**src/sv/tlvr_pkg.sv**
```systemverilog
// shared types, codes and helpers of the tlv frame receiver
`timescale 1ns / 1ps
`default_nettype none

package tlvr_pkg;

    localparam int HEADER_BYTES = 10;
    localparam int HDR_IDX_W    = 4;
    localparam int QUEUE_DEPTH  = 2;
    localparam int QPTR_W       = $clog2(QUEUE_DEPTH);
    localparam int QCNT_W       = $clog2(QUEUE_DEPTH + 1);

    localparam logic [31:0] MAX_LEN_RESET = 32'd256;

    // header byte positions
    localparam logic [HDR_IDX_W-1:0] HDR_CMD      = 4'd0;
    localparam logic [HDR_IDX_W-1:0] HDR_TYPE     = 4'd1;
    localparam logic [HDR_IDX_W-1:0] HDR_LEN_LO   = 4'd2;
    localparam logic [HDR_IDX_W-1:0] HDR_LEN_HI   = 4'd5;
    localparam logic [HDR_IDX_W-1:0] HDR_SEQ_LO   = 4'd6;
    localparam logic [HDR_IDX_W-1:0] HDR_LAST     = HDR_IDX_W'(HEADER_BYTES - 1);

    // request codes from front to back
    localparam logic [1:0] OP_HDR   = 2'd0;
    localparam logic [1:0] OP_DATA  = 2'd1;
    localparam logic [1:0] OP_CHECK = 2'd2;
    localparam logic [1:0] OP_ABORT = 2'd3;

    // result kinds
    localparam logic [2:0] K_NONE = 3'd0;
    localparam logic [2:0] K_DATA = 3'd1;
    localparam logic [2:0] K_GOOD = 3'd2;
    localparam logic [2:0] K_BAD  = 3'd3;
    localparam logic [2:0] K_LEN  = 3'd4;

    typedef struct packed {
        logic [1:0]           op;
        logic [HDR_IDX_W-1:0] hdr_idx;
        logic                 len_err;
        logic [7:0]           rx_byte;
    } req_t;

    // replace one byte lane of a little-endian word
    function automatic logic [31:0] put_lane(input logic [31:0] word,
                                             input logic [1:0]  lane,
                                             input logic [7:0]  b);
        logic [31:0] res;
        res = word;
        case (lane)
            2'd0:    res[7:0]   = b;
            2'd1:    res[15:8]  = b;
            2'd2:    res[23:16] = b;
            2'd3:    res[31:24] = b;
            default: res = word;
        endcase
        return res;
    endfunction

endpackage

`default_nettype wire

```
**src/sv/tlvr_front.sv**
```systemverilog
// front end: accepts bytes, tracks frame phase and classifies each request
`timescale 1ns / 1ps
`default_nettype none

module tlvr_front (
    input  wire logic          clk,
    input  wire logic          rst_n,
    input  wire logic          cfg_wen,
    input  wire logic [31:0]   cfg_wdata,
    input  wire logic          in_valid,
    output logic               in_ready,
    input  wire logic          in_abort,
    input  wire logic [7:0]    in_byte,
    input  wire logic          q_full,
    output logic               q_push,
    output tlvr_pkg::req_t     q_req
);
    import tlvr_pkg::*;

    localparam logic [1:0] PH_HEADER  = 2'd0;
    localparam logic [1:0] PH_PAYLOAD = 2'd1;
    localparam logic [1:0] PH_CHECK   = 2'd2;

    logic [1:0]           phase_reg, phase_next;
    logic [HDR_IDX_W-1:0] idx_reg, idx_next;
    logic [31:0]          remain_reg, remain_next;
    logic [31:0]          len_reg, len_next;
    logic [31:0]          max_len_reg;
    logic                 accept;

    assign in_ready = !q_full;
    assign accept   = in_valid && in_ready;
    assign q_push   = accept;

    always_comb
    begin
        phase_next      = phase_reg;
        idx_next        = idx_reg;
        remain_next     = remain_reg;
        len_next        = len_reg;
        q_req.op        = OP_HDR;
        q_req.hdr_idx   = idx_reg;
        q_req.len_err   = 1'b0;
        q_req.rx_byte   = in_byte;
        if (accept)
        begin
            if (in_abort)
            begin
                q_req.op    = OP_ABORT;
                phase_next  = PH_HEADER;
                idx_next    = '0;
                remain_next = '0;
            end
            else
            begin
                case (phase_reg)
                    PH_PAYLOAD:
                    begin
                        q_req.op    = OP_DATA;
                        remain_next = remain_reg - 32'd1;
                        if (remain_reg == 32'd1)
                            phase_next = PH_CHECK;
                    end
                    PH_CHECK:
                    begin
                        q_req.op   = OP_CHECK;
                        phase_next = PH_HEADER;
                        idx_next   = '0;
                    end
                    default:
                    begin
                        // header byte; length lanes mirrored here for the limit check
                        q_req.op = OP_HDR;
                        if (idx_reg >= HDR_LEN_LO && idx_reg <= HDR_LEN_HI)
                            len_next = put_lane(len_reg, 2'(idx_reg - HDR_LEN_LO), in_byte);
                        if (idx_reg == HDR_LAST)
                        begin
                            idx_next = '0;
                            if (len_reg > max_len_reg)
                            begin
                                q_req.len_err = 1'b1;
                                phase_next    = PH_HEADER;
                            end
                            else if (len_reg == 32'd0)
                                phase_next = PH_CHECK;
                            else
                            begin
                                phase_next  = PH_PAYLOAD;
                                remain_next = len_reg;
                            end
                        end
                        else
                            idx_next = idx_reg + 4'd1;
                    end
                endcase
            end
        end
    end

    always_ff @(posedge clk or negedge rst_n)
    begin
        if (!rst_n)
        begin
            phase_reg   <= PH_HEADER;
            idx_reg     <= '0;
            remain_reg  <= '0;
            len_reg     <= '0;
            max_len_reg <= MAX_LEN_RESET;
        end
        else
        begin
            phase_reg  <= phase_next;
            idx_reg    <= idx_next;
            remain_reg <= remain_next;
            len_reg    <= len_next;
            if (cfg_wen)
                max_len_reg <= cfg_wdata;
        end
    end

endmodule

`default_nettype wire

```
**src/sv/tlvr_req_queue.sv**
```systemverilog
// short request queue between front and back
`timescale 1ns / 1ps
`default_nettype none

module tlvr_req_queue (
    input  wire logic          clk,
    input  wire logic          rst_n,
    input  wire logic          push,
    input  tlvr_pkg::req_t     push_req,
    output logic               full,
    input  wire logic          pop,
    output logic               empty,
    output tlvr_pkg::req_t     head_req
);
    import tlvr_pkg::*;

    req_t              mem [QUEUE_DEPTH];
    logic [QPTR_W-1:0] wr_ptr_reg, wr_ptr_next;
    logic [QPTR_W-1:0] rd_ptr_reg, rd_ptr_next;
    logic [QCNT_W-1:0] cnt_reg, cnt_next;

    assign full     = (cnt_reg == QCNT_W'(QUEUE_DEPTH));
    assign empty    = (cnt_reg == '0);
    assign head_req = mem[rd_ptr_reg];

    always_comb
    begin
        wr_ptr_next = wr_ptr_reg;
        rd_ptr_next = rd_ptr_reg;
        cnt_next    = cnt_reg;
        if (push)
            wr_ptr_next = (wr_ptr_reg == QPTR_W'(QUEUE_DEPTH - 1)) ? '0 : wr_ptr_reg + 1'b1;
        if (pop)
            rd_ptr_next = (rd_ptr_reg == QPTR_W'(QUEUE_DEPTH - 1)) ? '0 : rd_ptr_reg + 1'b1;
        if (push && !pop)
            cnt_next = cnt_reg + 1'b1;
        else if (pop && !push)
            cnt_next = cnt_reg - 1'b1;
    end

    always_ff @(posedge clk)
    begin
        if (push)
            mem[wr_ptr_reg] <= push_req;
    end

    always_ff @(posedge clk or negedge rst_n)
    begin
        if (!rst_n)
        begin
            wr_ptr_reg <= '0;
            rd_ptr_reg <= '0;
            cnt_reg    <= '0;
        end
        else
        begin
            wr_ptr_reg <= wr_ptr_next;
            rd_ptr_reg <= rd_ptr_next;
            cnt_reg    <= cnt_next;
        end
    end

endmodule

`default_nettype wire

```
**src/sv/tlvr_back.sv**
```systemverilog
// back end: header fields, checksum and the result output register
`timescale 1ns / 1ps
`default_nettype none

module tlvr_back (
    input  wire logic          clk,
    input  wire logic          rst_n,
    input  wire logic          q_empty,
    input  tlvr_pkg::req_t     q_head,
    output logic               q_pop,
    output logic               out_valid,
    input  wire logic          out_ready,
    output logic [2:0]         out_kind,
    output logic [103:0]       out_data
);
    import tlvr_pkg::*;

    logic [7:0]   cmd_reg, cmd_next;
    logic [7:0]   type_reg, type_next;
    logic [31:0]  len_reg, len_next;
    logic [31:0]  seq_reg, seq_next;
    logic [7:0]   sum_reg, sum_next;
    logic         valid_reg;
    logic [2:0]   kind_reg, kind_next;
    logic [103:0] data_reg, data_next;
    logic [7:0]   dbyte, rxsum, csum;
    logic         load;

    assign load      = !valid_reg || out_ready;
    assign q_pop     = load && !q_empty;
    assign out_valid = valid_reg;
    assign out_kind  = kind_reg;
    assign out_data  = data_reg;

    always_comb
    begin
        cmd_next  = cmd_reg;
        type_next = type_reg;
        len_next  = len_reg;
        seq_next  = seq_reg;
        sum_next  = sum_reg;
        kind_next = K_NONE;
        dbyte     = 8'd0;
        rxsum     = 8'd0;
        csum      = sum_reg;
        case (q_head.op)
            OP_DATA:
            begin
                kind_next = K_DATA;
                dbyte     = q_head.rx_byte;
                sum_next  = sum_reg + q_head.rx_byte;
                csum      = sum_next;
            end
            OP_CHECK:
            begin
                kind_next = (q_head.rx_byte == sum_reg) ? K_GOOD : K_BAD;
                rxsum     = q_head.rx_byte;
                sum_next  = 8'd0;
            end
            OP_ABORT:
            begin
                sum_next = 8'd0;
                csum     = 8'd0;
            end
            default:
            begin
                if (q_head.hdr_idx == HDR_CMD)
                    cmd_next = q_head.rx_byte;
                else if (q_head.hdr_idx == HDR_TYPE)
                    type_next = q_head.rx_byte;
                else if (q_head.hdr_idx < HDR_SEQ_LO)
                    len_next = put_lane(len_reg, 2'(q_head.hdr_idx - HDR_LEN_LO),
                                        q_head.rx_byte);
                else
                    seq_next = put_lane(seq_reg, 2'(q_head.hdr_idx - HDR_SEQ_LO),
                                        q_head.rx_byte);
                if (q_head.len_err)
                    kind_next = K_LEN;
            end
        endcase
        data_next = {csum, rxsum, seq_next, len_next, type_next, cmd_next, dbyte};
    end

    always_ff @(posedge clk or negedge rst_n)
    begin
        if (!rst_n)
        begin
            cmd_reg   <= '0;
            type_reg  <= '0;
            len_reg   <= '0;
            seq_reg   <= '0;
            sum_reg   <= '0;
            valid_reg <= 1'b0;
        end
        else
        begin
            if (q_pop)
            begin
                cmd_reg  <= cmd_next;
                type_reg <= type_next;
                len_reg  <= len_next;
                seq_reg  <= seq_next;
                sum_reg  <= sum_next;
            end
            if (load)
                valid_reg <= !q_empty;
        end
    end

    always_ff @(posedge clk)
    begin
        if (q_pop)
        begin
            kind_reg <= kind_next;
            data_reg <= data_next;
        end
    end

endmodule

`default_nettype wire

```
**src/sv/tlv_frame_receiver_unit.sv**
```systemverilog
// top level of the tlv frame receiver
//
// byte-serial receiver for tlv frames: 10-byte header (command, type,
// little-endian 32-bit length, little-endian 32-bit sequence), payload
// bytes, then one additive checksum byte.
// input stream: s_tdata carries the received byte, s_tuser is the abort
// flag that restarts the header parse. every accepted request yields
// exactly one result on the output stream: m_tuser is the kind (none,
// payload byte, frame good, checksum bad, length too large), m_tdata the
// payload byte and the saved header fields with both checksums.
// config: cfg_wen/cfg_wdata write the max payload length (256 after reset);
// the user must write it only while the block is idle; it is not enforced.
// a request passes from input acceptance through the queue write, then the
// back end output register, to m_tvalid; throughput is one request per
// cycle while m_tready does not stall the output.
// a 2-entry queue sits between front and back, and the back end has its
// own output register, so input is still taken while a result waits.
// when m_tready is low the output holds and the queue fills; s_tready drops
// once the queue is full.
// reset clears the parse state, saved header fields and the running sum.
`timescale 1ns / 1ps
`default_nettype none

module tlv_frame_receiver_unit (
    input  wire logic          clk,
    input  wire logic          rst_n,
    // configuration write
    input  wire logic          cfg_wen,
    input  wire logic [31:0]   cfg_wdata,
    // input stream
    input  wire logic          s_tvalid,
    output logic               s_tready,
    input  wire logic [7:0]    s_tdata,   // rx_byte[7:0]
    input  wire logic          s_tuser,   // operation[0] (abort)
    // output stream
    output logic               m_tvalid,
    input  wire logic          m_tready,
    output logic [103:0]       m_tdata,   // data_byte[7:0], command[15:8],
                                          // frame_type[23:16], frame_length[55:24],
                                          // sequence_res[87:56],
                                          // received_checksum[95:88],
                                          // computed_checksum[103:96]
    output logic [2:0]         m_tuser    // kind[2:0]
);
    import tlvr_pkg::*;

    // front to queue
    logic q_push;
    logic q_full;
    req_t q_req;

    // queue to back
    logic q_pop;
    logic q_empty;
    req_t q_head;

    // classifies each byte by frame phase and checks the length limit
    tlvr_front u_front (
        .clk       (clk),
        .rst_n     (rst_n),
        .cfg_wen   (cfg_wen),
        .cfg_wdata (cfg_wdata),
        .in_valid  (s_tvalid),
        .in_ready  (s_tready),
        .in_abort  (s_tuser),
        .in_byte   (s_tdata),
        .q_full    (q_full),
        .q_push    (q_push),
        .q_req     (q_req)
    );

    // decouples front from back-end stalls
    tlvr_req_queue u_queue (
        .clk      (clk),
        .rst_n    (rst_n),
        .push     (q_push),
        .push_req (q_req),
        .full     (q_full),
        .pop      (q_pop),
        .empty    (q_empty),
        .head_req (q_head)
    );

    // keeps header fields and running sum, builds each result
    tlvr_back u_back (
        .clk       (clk),
        .rst_n     (rst_n),
        .q_empty   (q_empty),
        .q_head    (q_head),
        .q_pop     (q_pop),
        .out_valid (m_tvalid),
        .out_ready (m_tready),
        .out_kind  (m_tuser),
        .out_data  (m_tdata)
    );

endmodule

`default_nettype wire

```
**config.mk**
```make
export PLATFORM = sky130hd
export DESIGN_NAME = tlv_frame_receiver_unit
export DESIGN_NICKNAME = d
export VERILOG_FILES = /design/src/sv/tlvr_pkg.sv /design/src/sv/tlvr_front.sv /design/src/sv/tlvr_req_queue.sv /design/src/sv/tlvr_back.sv /design/src/sv/tlv_frame_receiver_unit.sv
export SDC_FILE = /design/constraint.sdc
export NUM_CORES = 1
export LEC_CHECK = 0
export BUFFER_PORTS_ARGS = -buffer_cell sky130_fd_sc_hd__buf_2
export CAP_MARGIN = 20
export CORE_UTILIZATION = 39
export CTS_BUF_LIST = sky130_fd_sc_hd__clkbuf_4 sky130_fd_sc_hd__clkbuf_8
export DETAILED_ROUTE_END_ITERATION = 6
export PLACE_DENSITY = 0.58
export SYNTH_ARGS = -nofsm -noshare
export SYNTH_HDL_FRONTEND = slang
export SYNTH_SLANG_ARGS = --single-unit
```
**constraint.sdc**
```tcl
create_clock -name clk -period 4.85 [get_ports clk]
set_clock_uncertainty 0.05 [all_clocks]
set_input_delay 0.97 -clock clk [delete_from_list [all_inputs] [get_ports clk]]
set_output_delay 0.97 -clock clk [all_outputs]
set_load 0.01 [all_outputs]
```
==> impl_metrics.py <==
metrics = {
    "final_layout": {
        "layout-drive-gt1-share_pct": 26.8,
        "final_cell_mix": "194 x dfrtp_1, 161 x nand2_1, 153 x buf_2",
        "final_common_cell": "dfrtp_1",
        "utilization_pct": 46.6,
        "fin_cells": 2027,
        "largest_register_ffs": 104,
        "nets": 1558,
        "area_growth_pct": 17.8,
        "design_area_sq_um": 17500,
        "n_fill_cell": 3464,
    },
    "detailed_routing": {
        "drt_wl_total_mm": 34.8,
        "postRouteAntennaNets": 0,
        "routedWlPerCell_um": 17.2,
        "drt-pass1-iter-count": 7,
        "drtIter0Drc": 630,
        "via_count": 10365,
        "drc": 0,
        "viasPerCell": 5.11,
    },
    "synthesis": {
        "avgSynthCellArea_sq_um": 11.5,
        "ys.warnings.count": 0,
        "synth-async-reset-ratio_pct": 58.7,
        "synthesis.nets": 1379,
        "synth-edff-count": 137,
        "ys.flop_type": "dfrtp_1",
        "syn_inst": 1288,
        "ys_seq_elements": 332,
        "yosysTopAreaCellShare_pct": 32.6,
        "ys_types": 73,
        "ys_seq_area_share_pct": 60.5,
        "syn_area_sq_um": 14900,
        "synth_area_leaders": "dfrtp_1 33%, edfxtp_1 28%, mux2_2 8.0%",
        "synth_area_leader_cell": "dfrtp_1",
    },
    "global_route": {
        "grtUsageTotal_pct": 18.4,
        "grt_pass1_vias": 10178,
        "antenna_found_initial": 1,
        "grt_max_degree": 120,
        "grt_pass1_wl_mm": 55.7,
        "overflow": 0,
    },
    "pwr": {
        "ir_worst_vdd_v": 0.000236,
        "power_density_nw_per_um2": 684,
        "finalPower_mw": 12.0,
        "p_leak_nw": 7.82,
    },
    "clock_network": {
        "path_clk_slew_ps": 60,
        "post_cts_resized": 0,
        "clockRootBuffer": "clkbuf_8",
        "numClockSinks": 332,
        "cts_buffers": 56,
        "clk_latency_ps": 640,
        "cts-hold-fix-buffers": 0,
        "htree_num_levels": 2,
        "cts_setup_buffers": 0,
        "cts_tree": "yes",
        "clock_path_buffers": 3,
    },
    "timing": {
        "maxSlewViolCount": 0,
        "fin_hold_ws_ps": 419,
        "rsz0062_at_grt": "no",
        "finalHoldViolations": 0,
        "max_freq_mhz": 289,
        "finalWorstSetupSlack_ps": 1390,
        "setup_viol": 0,
        "fin_crit_sh_pct": 71.3,
        "maxSlewHeadroom_pct": 32.2,
        "fin_crit_ps": 3460,
        "tightest_slew_ps": 1020,
        "fin_tns_setup_ps": 0,
    },
    "floorplanning": {
        "rows": 71,
        "fp.dieW_um": 197,
        "die_h_um": 197,
        "start_util_pct": 39.6,
        "pin_count": 155,
        "core_area_sq_um": 37600,
        "die_area_sq_um": 38900,
    },
    "place": {
        "dpl.cell_count": 1918,
        "place_ws_ps": 1370,
        "hpwl_mm": 23.7,
        "globalplace.congestion": 0.858,
        "place_area_sq_um": 16300,
        "io_buffer_count": 154,
    },
    "worst_setup_path": {
        "critical_path_class": "reg2reg",
        "start_kind": "flop",
        "cp-end-kind": "flop",
        "worstPathArrival_ps": 3940,
        "crit_fanout": 13,
        "worstPathRequired_ps": 5340,
        "reg2regPathDepth": 13,
    },
    "job": {
        "maxCapViolations": 0,
    },
    "status": {
        "status": "complete, no violations",
    },
    "min_path": {
        "hold_path_depth": 2,
        "hp-class": "reg2reg",
    },
}
[where the power goes]
group | switching [mW] | total [mW] | internal (mW)
combinational | 2.66 | 4.43 | 1.77
sequential | 0.640 | 4.90 | 4.26
clock | 1.13 | 2.65 | 1.53
[path summary, 6_finish.rpt]
kind,end,slack (ps),startpoint
worst max-delay path,u_back.sum_reg[7]$_DFFE_PN0P_,1390,u_queue.rd_ptr_reg$_DFFE_PN0P_
worst min-delay path,u_back.seq_reg[11]$_DFFE_PN0P_,420,u_back.seq_reg[11]$_DFFE_PN0P_
worst max register to register,u_back.sum_reg[7]$_DFFE_PN0P_,1390,u_queue.rd_ptr_reg$_DFFE_PN0P_
worst min register to register,u_back.seq_reg[11]$_DFFE_PN0P_,420,u_back.seq_reg[11]$_DFFE_PN0P_
max in group asynchronous,u_front.max_len_reg[8]$_DFFE_PN1P_,3250,rst_n
min in group asynchronous,u_back.seq_reg[0]$_DFFE_PN0P_,480,rst_n
[area by class of cell]
type	instances	area, sq um	area share [%]
Sequential cell	332	8990	51.4
Timing Repair Buffer	178	996	5.69
Clock inverter	14	92.6	0.529
Tap cell	511	639	3.65
Antenna cell	2	5.00	0.0286
Clock buffer	91	1130	6.47
Multi-Input combinational cell	844	5440	31.1
Inverter	55	211	1.21
[synth_stat cells, types with 6 or more instances]
library cell / count
inv_1: 53
dfrtp_1: 194
or3_1: 6
xnor2_1: 10
buf_2: 8
nand2b_1: 13
a21oi_1: 87
ha_1: 44
nand3_1: 12
nor3_1: 17
nor2_1: 115
nand4_1: 10
a22oi_1: 9
nand2_1: 161
a21o_1: 6
clkbuf_1: 44
edfxtp_1: 137
o21ai_0: 114
and3_1: 6
mux2_2: 106
a22o_1: 12
nor4_1: 21
o21ai_1: 9
mux2i_1: 14
[logic make-up after synthesis]
group / count (synthesis) / share of synthesized area, %
AOI/OAI and AO/OA: 272 / 10.6
xor gates and xnor gates: 12 / 0.707
adders and majority gates: 45 / 3.84
buffers and inverters: 112 / 2.98
DFF: 332 / 60.5
muxes: 121 / 9.06
and+or+nand+nor: 394 / 12.3
[per-layer routing]
metal	wire length, um	vias to the layer above	GRT usage, %
met5	0	-	0
met4	1100	0	7.32
met1	15600	5030	23.7
met3	1650	78	3.94
li1	-	4987	-
met2	16500	270	30.3
[worst max-delay path, cell delays in order, from the launching register on]
cell and delay, ps:
dfrtp_1 630, buf_4 320, mux2i_1 210, buf_4 240, inv_1 70, ha_1 230
a21o_1 180, a21oi_1 210, nor2b_1 70, o21a_1 180, o41ai_1 310, xnor2_1 160
or4_1 410, o21ai_0 90
Note: power is estimated with default switching activity, not from simulation.
